$ cat src/dht_pkg.sv
// Shared types and constants for the DHT11 read sequencer and decoder.
// Depends on nothing; every other file of the block imports it.
`timescale 1ns / 1ps
`default_nettype none

package dht_pkg;

  localparam int unsigned FrameBits   = 40;
  localparam int unsigned FramePulses = FrameBits + 1;
  localparam int unsigned CountW      = 6;
  localparam int unsigned TickW       = 8;
  localparam int unsigned WidthW      = 16;
  localparam int unsigned LevelW      = 7;
  localparam int unsigned CfgIdxW     = 3;
  localparam int unsigned CfgDataW    = 16;

  localparam logic [TickW-1:0] TickMax = '1;

  localparam logic [WidthW-1:0] BitThresholdRst = 16'd45;
  localparam logic [LevelW-1:0] TempLevelRst    = 7'd35;
  localparam logic [LevelW-1:0] HumidLevelRst   = 7'd70;
  localparam logic [TickW-1:0]  StartTicksRst   = 8'd25;
  localparam logic [TickW-1:0]  TimeoutTicksRst = 8'd50;

  typedef enum logic [1:0] {
    CMD_TICK  = 2'd0,
    CMD_START = 2'd1,
    CMD_PULSE = 2'd2,
    CMD_NONE  = 2'd3
  } cmd_e;

  typedef enum logic [CfgIdxW-1:0] {
    CFG_BIT_THRESHOLD = 3'd0,
    CFG_TEMP_LEVEL    = 3'd1,
    CFG_HUMID_LEVEL   = 3'd2,
    CFG_START_TICKS   = 3'd3,
    CFG_TIMEOUT_TICKS = 3'd4
  } cfg_idx_e;

  typedef enum logic [2:0] {
    PH_IDLE    = 3'b001,
    PH_START   = 3'b010,
    PH_CAPTURE = 3'b100
  } phase_e;

  typedef struct packed {
    logic [1:0]        command;
    logic [WidthW-1:0] pulse_width;
  } in_t;

  typedef struct packed {
    logic       line_drive_low;
    logic       capturing;
    logic       reading_done;
    logic       timed_out;
    logic       checksum_ok;
    logic [7:0] humidity;
    logic [7:0] temperature;
    logic       temp_over;
    logic       humid_over;
  } out_t;

  typedef struct packed {
    logic [WidthW-1:0] bit_threshold;
    logic [LevelW-1:0] temp_alarm_level;
    logic [LevelW-1:0] humid_alarm_level;
    logic [TickW-1:0]  start_ticks;
    logic [TickW-1:0]  timeout_ticks;
  } cfg_t;

endpackage

`default_nettype wire

$ cat src/dht_cfg_regs.sv
// Configuration register file of the DHT11 sequencer.
// Depends on dht_pkg for the register indexes, reset values and cfg_t.
`timescale 1ns / 1ps
`default_nettype none

module dht_cfg_regs
  import dht_pkg::*;
(
  input  wire logic                clk_i,
  input  wire logic                rst_ni,
  input  wire logic                cfg_we_i,
  input  wire logic [CfgIdxW-1:0]  cfg_idx_i,
  input  wire logic [CfgDataW-1:0] cfg_data_i,
  output cfg_t                     cfg_o
);

  cfg_t cfg_q, cfg_d;

  always_comb begin
    cfg_d = cfg_q;
    if (cfg_we_i) begin
      case (cfg_idx_i)
        CFG_BIT_THRESHOLD: cfg_d.bit_threshold     = cfg_data_i[WidthW-1:0];
        CFG_TEMP_LEVEL:    cfg_d.temp_alarm_level  = cfg_data_i[LevelW-1:0];
        CFG_HUMID_LEVEL:   cfg_d.humid_alarm_level = cfg_data_i[LevelW-1:0];
        CFG_START_TICKS:   cfg_d.start_ticks       = cfg_data_i[TickW-1:0];
        CFG_TIMEOUT_TICKS: cfg_d.timeout_ticks     = cfg_data_i[TickW-1:0];
        default:           cfg_d = cfg_q;
      endcase
    end
  end

  always_ff @(posedge clk_i or negedge rst_ni) begin
    if (!rst_ni) begin
      cfg_q.bit_threshold     <= BitThresholdRst;
      cfg_q.temp_alarm_level  <= TempLevelRst;
      cfg_q.humid_alarm_level <= HumidLevelRst;
      cfg_q.start_ticks       <= StartTicksRst;
      cfg_q.timeout_ticks     <= TimeoutTicksRst;
    end else begin
      cfg_q <= cfg_d;
    end
  end

  assign cfg_o = cfg_q;

endmodule

`default_nettype wire

$ cat src/dht_core.sv
// Read state of the DHT11 sequencer and its update on each step: phase, tick
// count, pulse count, frame shift register, decoded readings and alarms.
// Depends on dht_pkg.
`timescale 1ns / 1ps
`default_nettype none

module dht_core
  import dht_pkg::*;
(
  input  wire logic clk_i,
  input  wire logic rst_ni,
  input  wire logic step_i,
  input  wire in_t  item_i,
  input  wire cfg_t cfg_i,
  output out_t      res_o
);

  phase_e               phase_q, phase_d;
  logic [TickW-1:0]     elapsed_q, elapsed_d;
  logic [CountW-1:0]    count_q, count_d;
  logic [FrameBits-1:0] frame_q, frame_d;
  logic [7:0]           humid_q, humid_d;
  logic [7:0]           temp_q, temp_d;
  logic                 temp_flag_q, temp_flag_d;
  logic                 humid_flag_q, humid_flag_d;

  logic [TickW-1:0]     elapsed_inc;
  logic [CountW-1:0]    count_inc;
  logic [FrameBits-1:0] frame_shift;
  logic                 data_bit;
  logic [7:0]           byte_sum;
  logic                 frame_ok;
  logic                 done;
  logic                 tout;

  assign elapsed_inc = (elapsed_q == TickMax) ? elapsed_q : elapsed_q + 1'b1;
  assign count_inc   = count_q + 1'b1;
  assign data_bit    = item_i.pulse_width > cfg_i.bit_threshold;
  // The first captured pulse is the sensor's response, not a data bit.
  assign frame_shift = (count_q != '0) ? {frame_q[FrameBits-2:0], data_bit} : frame_q;
  assign byte_sum    = frame_shift[39:32] + frame_shift[31:24]
                     + frame_shift[23:16] + frame_shift[15:8];
  assign frame_ok    = (byte_sum == frame_shift[7:0]) && (frame_shift[7:0] != 8'd0);

  always_comb begin
    phase_d      = phase_q;
    elapsed_d    = elapsed_q;
    count_d      = count_q;
    frame_d      = frame_q;
    humid_d      = humid_q;
    temp_d       = temp_q;
    temp_flag_d  = temp_flag_q;
    humid_flag_d = humid_flag_q;
    done         = 1'b0;
    tout         = 1'b0;

    case (item_i.command)
      CMD_TICK: begin
        if (phase_q != PH_IDLE) begin
          elapsed_d = elapsed_inc;
          if (phase_q == PH_START && elapsed_inc > cfg_i.start_ticks) begin
            phase_d = PH_CAPTURE;
          end
          // Abort can follow the move to capture on the same tick.
          if (elapsed_inc > cfg_i.timeout_ticks) begin
            phase_d = PH_IDLE;
            count_d = '0;
            frame_d = '0;
            tout    = 1'b1;
          end
        end
      end
      CMD_START: begin
        if (phase_q == PH_IDLE) begin
          phase_d   = PH_START;
          elapsed_d = '0;
          count_d   = '0;
          frame_d   = '0;
        end
      end
      CMD_PULSE: begin
        if (phase_q == PH_CAPTURE) begin
          frame_d = frame_shift;
          count_d = count_inc;
          if (count_inc >= CountW'(FramePulses)) begin
            done         = 1'b1;
            humid_d      = frame_ok ? frame_shift[39:32] : 8'd0;
            temp_d       = frame_ok ? frame_shift[23:16] : 8'd0;
            humid_flag_d = humid_d > {1'b0, cfg_i.humid_alarm_level};
            temp_flag_d  = temp_d > {1'b0, cfg_i.temp_alarm_level};
            phase_d      = PH_IDLE;
            count_d      = '0;
            frame_d      = '0;
          end
        end
      end
      default: begin
        // Unused command: hold everything.
      end
    endcase
  end

  always_ff @(posedge clk_i or negedge rst_ni) begin
    if (!rst_ni) begin
      phase_q      <= PH_IDLE;
      elapsed_q    <= '0;
      count_q      <= '0;
      frame_q      <= '0;
      humid_q      <= '0;
      temp_q       <= '0;
      temp_flag_q  <= 1'b0;
      humid_flag_q <= 1'b0;
    end else if (step_i) begin
      phase_q      <= phase_d;
      elapsed_q    <= elapsed_d;
      count_q      <= count_d;
      frame_q      <= frame_d;
      humid_q      <= humid_d;
      temp_q       <= temp_d;
      temp_flag_q  <= temp_flag_d;
      humid_flag_q <= humid_flag_d;
    end
  end

  always_comb begin
    res_o.line_drive_low = phase_d == PH_START;
    res_o.capturing      = phase_d == PH_CAPTURE;
    res_o.reading_done   = done;
    res_o.timed_out      = tout;
    res_o.checksum_ok    = done & frame_ok;
    res_o.humidity       = humid_d;
    res_o.temperature    = temp_d;
    res_o.temp_over      = temp_flag_d;
    res_o.humid_over     = humid_flag_d;
  end

endmodule

`default_nettype wire

$ cat src/dht11_read_sequencer_decoder_top.sv
// Top level of the DHT11 read sequencer and frame decoder.
// Depends on dht_pkg, dht_cfg_regs and dht_core.
//
// Usage:
//   Input channel in_valid_i / in_ready_o / in_i carries one command beat:
//   a time tick, a start request or a captured pulse width. Each beat gives
//   exactly one result beat on out_valid_o / out_ready_i / out_o with the
//   line drive, capture enable, frame status and the stored readings.
//   A beat is registered at acceptance; once the output register is free or
//   draining, it updates the read state and lands in the output register at
//   the same clock edge. One beat is taken every cycle while the receiver
//   does not stall; the state update between the two registers is
//   combinational.
//   When the receiver stalls, the output register holds its beat and the
//   input register holds one more, after which in_ready_o drops.
//   Configuration writes on cfg_we_i / cfg_idx_i / cfg_data_i take effect
//   at the next edge and belong to idle periods; unknown indexes are
//   ignored. Reset (rst_ni low, asynchronous) empties both registers, sets
//   the phase idle, clears readings and alarms and loads the default
//   configuration.
`timescale 1ns / 1ps
`default_nettype none

module dht11_read_sequencer_decoder_top
  import dht_pkg::*;
(
  input  wire logic                clk_i,
  input  wire logic                rst_ni,
  input  wire logic                in_valid_i,
  output logic                     in_ready_o,
  input  wire in_t                 in_i,
  output logic                     out_valid_o,
  input  wire logic                out_ready_i,
  output out_t                     out_o,
  input  wire logic                cfg_we_i,
  input  wire logic [CfgIdxW-1:0]  cfg_idx_i,
  input  wire logic [CfgDataW-1:0] cfg_data_i
);

  cfg_t cfg;
  out_t res;

  logic in_valid_q;
  in_t  in_q;
  logic out_valid_q;
  out_t out_q;
  logic advance;

  dht_cfg_regs u_cfg (
    .clk_i      (clk_i),
    .rst_ni     (rst_ni),
    .cfg_we_i   (cfg_we_i),
    .cfg_idx_i  (cfg_idx_i),
    .cfg_data_i (cfg_data_i),
    .cfg_o      (cfg)
  );

  // Advance the held beat when the output register is free or draining.
  assign advance    = in_valid_q && (!out_valid_q || out_ready_i);
  assign in_ready_o = !in_valid_q || advance;

  dht_core u_core (
    .clk_i  (clk_i),
    .rst_ni (rst_ni),
    .step_i (advance),
    .item_i (in_q),
    .cfg_i  (cfg),
    .res_o  (res)
  );

  always_ff @(posedge clk_i or negedge rst_ni) begin
    if (!rst_ni) begin
      in_valid_q <= 1'b0;
    end else if (in_ready_o) begin
      in_valid_q <= in_valid_i;
    end
  end

  always_ff @(posedge clk_i) begin
    if (in_ready_o && in_valid_i) begin
      in_q <= in_i;
    end
  end

  always_ff @(posedge clk_i or negedge rst_ni) begin
    if (!rst_ni) begin
      out_valid_q <= 1'b0;
    end else if (advance) begin
      out_valid_q <= 1'b1;
    end else if (out_ready_i) begin
      out_valid_q <= 1'b0;
    end
  end

  always_ff @(posedge clk_i) begin
    if (advance) begin
      out_q <= res;
    end
  end

  assign out_valid_o = out_valid_q;
  assign out_o       = out_q;

endmodule

`default_nettype wire
$ cat config.mk
export PLATFORM = sky130hd
export DESIGN_NAME = dht11_read_sequencer_decoder_top
export DESIGN_NICKNAME = d
export VERILOG_FILES = /design/src/dht_pkg.sv /design/src/dht_cfg_regs.sv /design/src/dht_core.sv /design/src/dht11_read_sequencer_decoder_top.sv
export SDC_FILE = /design/constraint.sdc
export NUM_CORES = 1
export LEC_CHECK = 0
export ABC_AREA = 0
export BUFFER_PORTS_ARGS = -buffer_cell sky130_fd_sc_hd__buf_2
export CORE_ASPECT_RATIO = 0.8
export CORE_MARGIN = 2
export CORE_UTILIZATION = 55
export DETAILED_ROUTE_END_ITERATION = 12
export PLACE_DENSITY_LB_ADDON = 0.15
export SYNTH_ARGS = -nofsm -noshare
export SYNTH_HDL_FRONTEND = slang
export SYNTH_SLANG_ARGS = --single-unit
$ cat constraint.sdc
create_clock -name clk_i -period 15.3 [get_ports clk_i]
set_clock_uncertainty 0.1 [all_clocks]
set_input_delay 3.825 -clock clk_i [delete_from_list [all_inputs] [get_ports clk_i]]
set_output_delay 3.825 -clock clk_i [all_outputs]
set_load 0.005 [all_outputs]
# Word-level counts from Yosys, hierarchy flattened
# Index checks and enable logic that the tools add are counted.
# W data, S select, Z words.
# classes
addsub	5
multipliers	0
n_div	0
order_cmp	6
eq_ne	18
shifts	0
mux	44
bitwise_logic	1
n_reduce_logical	23
# op_table
cell	count
$mux W40	6
$pmux W40 S3	1
$mux W8	11
$mux W6	5
$add A8 B8 Y8	3
$mux W3	6
$pmux W6 S3	1
$gt A16 B16 Y1	1
$gt A8 B7 Y1	2
$gt A8 B8 Y1	2
$pmux W8 S2	1
$eq A3 B2 Y1 const B	4
$mux W1	12
$reduce_and A2 Y1	6
$eq A3 B3 Y1 const B	3
$pmux W3 S3	1
$add A8 B1 Y8 const B	1
$eq A8 B8 Y1	1
$eq A8 B8 Y1 const B	1
$ne A2 B1 Y1 const B	4
$reduce_bool A8 Y1	1
$add A6 B1 Y6 const B	1
$eq A3 B1 Y1 const B	2
$ge A6 B6 Y1 const B	1
14 further kinds	20
# totals
reg_bits	164
latch_bits	0
ramBits	0
romBits	0
inputBits	42
output_inout_bits	25
elab_cells	123
memories	0

# Logic depth before layout (Yosys ltp)
# depth
word_depth	12
ltp_mapped	30
depth_no_buf	25

# Cells and area by module
# A second synthesis with hierarchy kept.
# hier_totals
hier_cells	846
area_unflattened_um2	9147.5
# modules_own_cells
mod	n_inst	cells_per_inst	area_each_um2	seq_area_each_um2
dht_core	1	696	6034.5	1878.1
dht_cfg_regs	1	101	1778.0	1171.1
dht11_read_sequencer_decoder_top	1	49	1335.0	1281.2

# Worst setup path before layout
# OpenSTA, ideal clock, no wires.
# synth_path
kind	input-to-output
startpoint	input out_ready_i
endpoint	output in_ready_o
arrival_time_ns	3.999
required_time_ns	11.375
setup_slack_ns	7.376
stages	1
path_buffers	0
cell_sequence	nand3b_1
# synth_via
elab_chain_cells	3
# synth_lines
element	line	source
start, declared	dht11_read_sequencer_decoder_top.sv:33	input wire logic out_ready_i,
$logic_or A1 B1 Y1	dht11_read_sequencer_decoder_top.sv:59	assign advance = in_valid_q && (!out_valid_q || out_ready_i);
$logic_and A1 B1 Y1	dht11_read_sequencer_decoder_top.sv:59	
$logic_or A1 B1 Y1	dht11_read_sequencer_decoder_top.sv:60	assign in_ready_o = !in_valid_q || advance;
end, declared	dht11_read_sequencer_decoder_top.sv:30	output logic in_ready_o,
# Every way passes these cells.

# Worst setup path after layout
# Ends and elaborated chain as after synthesis.

==> key figures <==
Power
  • Leak pwr: 4.60 nW
  • Sw power: 0.334 mW
  • Internal Dissipation: 0.826 mW
  • Clk pwr share: 36.4%
  • Worst vdd ir: 0.0678 mV
  • Flop pwr share: 44.7%
  • Combinational Power Share: 18.9%
  • Power per cell area: 113 mW/mm^2
  • Sw Share: 28.8%

Synthesis
  • Synth Flop Type: dfrtp_1
  • Synthesized flop and latch total: 164
  • Syn. warnings: 0
  • Mapped Avg Cell Area: 10.6 sq um
  • Register area share after synthesis: 46.8%
  • Post-synth EDFFs: 41
  • Synth async-reset ratio: 75.0%
  • Syn Inst Count: 872
  • Mapped Area: 0.00925 sq mm
  • Yosys cell types: 65
  • Post-Syn Nets: 985

CTS
  • Worst skew pair latency: 0.43 ns
  • Cts bufs inserted: 17
  • CTS tree: done
  • Cells resized by post-CTS repair: 0
  • Root Driver: clkbuf_16
  • H-tree depth: 4
  • CTS Buffer Depth: 2
  • CTS Hold Buffers Added: 0
  • # Post-CTS Setup Buffers: 0
  • CTS Sinks: 164
  • Clock transition at the registers of the reported paths: 0.06 ns

Die
  • Core area: 0.0165 sq mm
  • I/O pin cnt: 67
  • Row cnt: 42
  • Initial core utilization: 56.0%
  • Full die area: 0.0179 sq mm
  • Die X: 149 um
  • Die Y: 120 um

Final layout
  • Area delta synth->final: 11.0%
  • Cell area after layout: 0.0103 sq mm
  • Fill cells: 1378
  • Share of cells above drive strength 1: 18.9%
  • Commonest non-fill, non-tap cell in the layout: nand2_1
  • Inserted Diodes: 0
  • Most frequent cells in the layout: nand2_1, dfrtp_1, o21ai_0
  • Final nets: 1037

Placement
  • Placed Instance Area: 0.00969 sq mm
  • Port Buffers: 66
  • Gp weighted congestion: 0.825
  • Final HPWL DP: 13700 um

GRT
  • Pin count of the biggest net entering global routing: 67
  • Total grt overflow: 0
  • All-Layer GR Usage: 23.6%
  • Initial antenna violation count: 0
  • Number of global-route vias before repair: 6409
  • First-pass GRT wire length: 33100 um

Route
  • DR pass1 iterations: 5
  • Vias per cell: 5.68
  • Routed Antenna Nets: 0
  • Initial DRC count: 466
  • Drt drc: 0
  • Via count: 6568
  • WL/cell: 17.1 um
  • Final WL: 19800 um

Hold path
  • Hold depth: 2
  • Worst hold path class: reg2reg

Timing
  • RSZ-0062 raised after global routing: false
  • Fin. Hold Viols: 0
  • Worst Tran Pin Value: 1.01 ns
  • Period minus WS final: 8.17 ns
  • Setup TNS Final: 0 ns
  • Slew headroom: 30.9%
  • Achievable clock frequency: 122 MHz
  • Max Slew Vio Count: 0
  • Final setup fails: 0
  • Period utilization: 53.4%

Setup path
  • Crit path DAT: 4.24 ns
  • Worst setup path category: in2out
  • Setup crit end kind: primary output
  • Startpoint Class: input pin
  • CP required: 11.38 ns
  • Crit-path max FO: 3
  • R2r worst-path depth: 22

Status
  • Status: finished, final reports clean

Job
  • Max Cap Violations: 0
## cell families after synthesis
kind of cell,synth area share (%)
AOI/OAI and AO/OA,15.8
xor gates and xnor gates,3.09
adders and majority gates,10.7
buffers and inverters,5.33
DFF,46.8
muxes,5.72
and+or+nand+nor,12.5
## cells in the mapped netlist, types with 3 or more instances
cell type  instances  area share, %
a31oi_1            8           0.54
xor2_1            10           0.95
mux2i_1           36            3.9
a21oi_1           19            1.0
a21o_1             5           0.41
o21a_1             8           0.65
nor2_1            26            1.1
or4_1              5           0.41
ha_1              57            7.7
fa_1              14            3.0
buf_6              8           0.97
nand2_1          128            5.2
o22ai_1            4           0.27
nor3b_1            3           0.24
nand4_1            8           0.54
nor3_1            10           0.54
inv_1             69            2.8
o21bai_1           4           0.32
nor3_2             9           0.97
a32o_1             3           0.32
clkbuf_1          21           0.85
a22o_1            15            1.4
xnor2_1           13            1.2
buf_2              8           0.43
and3_1             6           0.41
o211ai_1           3           0.24
nand3_1           15           0.81
o31ai_1           20            1.6
mux2_2            15            1.8
xnor3_1            3           0.73
o21ai_0           86            4.7
dfrtp_1          106             29
dfstp_2           17            4.8
edfxtp_1          41             13
nor2b_1            6           0.41
nand2b_1           8           0.54
o31ai_2           20            2.7
or3_1              3           0.20
## critical path, cell delays in order
cell and delay [ns]:
buf_2 0.10, nand3b_1 0.17, buf_2 0.14
## through the flow
stage                     setup slack, ns  hold slack, ns  utilization, %  total power [mW]  std cells
after floorplan                      7.38           0.348               -             0.687        872
after global placement               7.15           0.362            58.7             0.738       1125
after detailed placement             7.14           0.366            58.7             0.744       1125
after CTS                            7.13           0.379            62.2              1.17       1157
after global routing                 7.01           0.407            62.2              1.22       1157
final                                7.13           0.377            62.2              1.16       1157
## per-layer routing
layer	up-vias	global-route usage (%)	share of wire [%]
met5	-	0	0
met4	0	7.02	1.2
met3	21	3.73	4.6
met2	145	35.8	45
met1	3207	35.3	49
li1	3195	-	-
## path summary, 6_finish.rpt
path                              startpoint             endpoint  slack [ns]
min reg2reg                u_core.humid_q[7]    u_core.humid_q[7]        0.38
min in group asynchronous             rst_ni  u_core.elapsed_q[4]        3.36
max reg2reg                u_core.count_q[2]             out_o[0]        7.54
max in group asynchronous             rst_ni    u_core.count_q[1]       10.39
max                              out_ready_i           in_ready_o        7.13
min                        u_core.humid_q[7]    u_core.humid_q[7]        0.38
## state kept, by name, summed over array words and instances, names as in the netlist, 3 cells and up
name	count
u_core.elapsed_q	8
u_core.frame_q	40
u_cfg.cfg_o	46
out_o	23
u_core.humid_q	8
u_core.temp_q	8
u_core.phase_q	3
in_q	18
u_core.count_q	6
## area by class of cell
class | instances | area (sq um) | share of cell area [%]
multi-input cells | 598 | 4430 | 43.2
flip-flops and latches | 164 | 4330 | 42.2
clock buffers | 17 | 425 | 4.14
repair buffers | 73 | 385 | 3.75
well taps | 220 | 275 | 2.68
inverters | 70 | 264 | 2.57
clock inverters | 15 | 155 | 1.51
## power groups by stage
stage / registers, mW / clock network [mW] / logic [mW]
floorplan: 0.518 / 0 / 0.169
detailed placement: 0.526 / 0 / 0.219
global route: 0.523 / 0.446 / 0.250
CTS: 0.517 / 0.429 / 0.221
global placement: 0.524 / 0 / 0.214
finish: 0.518 / 0.423 / 0.219
Note: power is estimated with default switching activity, not from simulation.
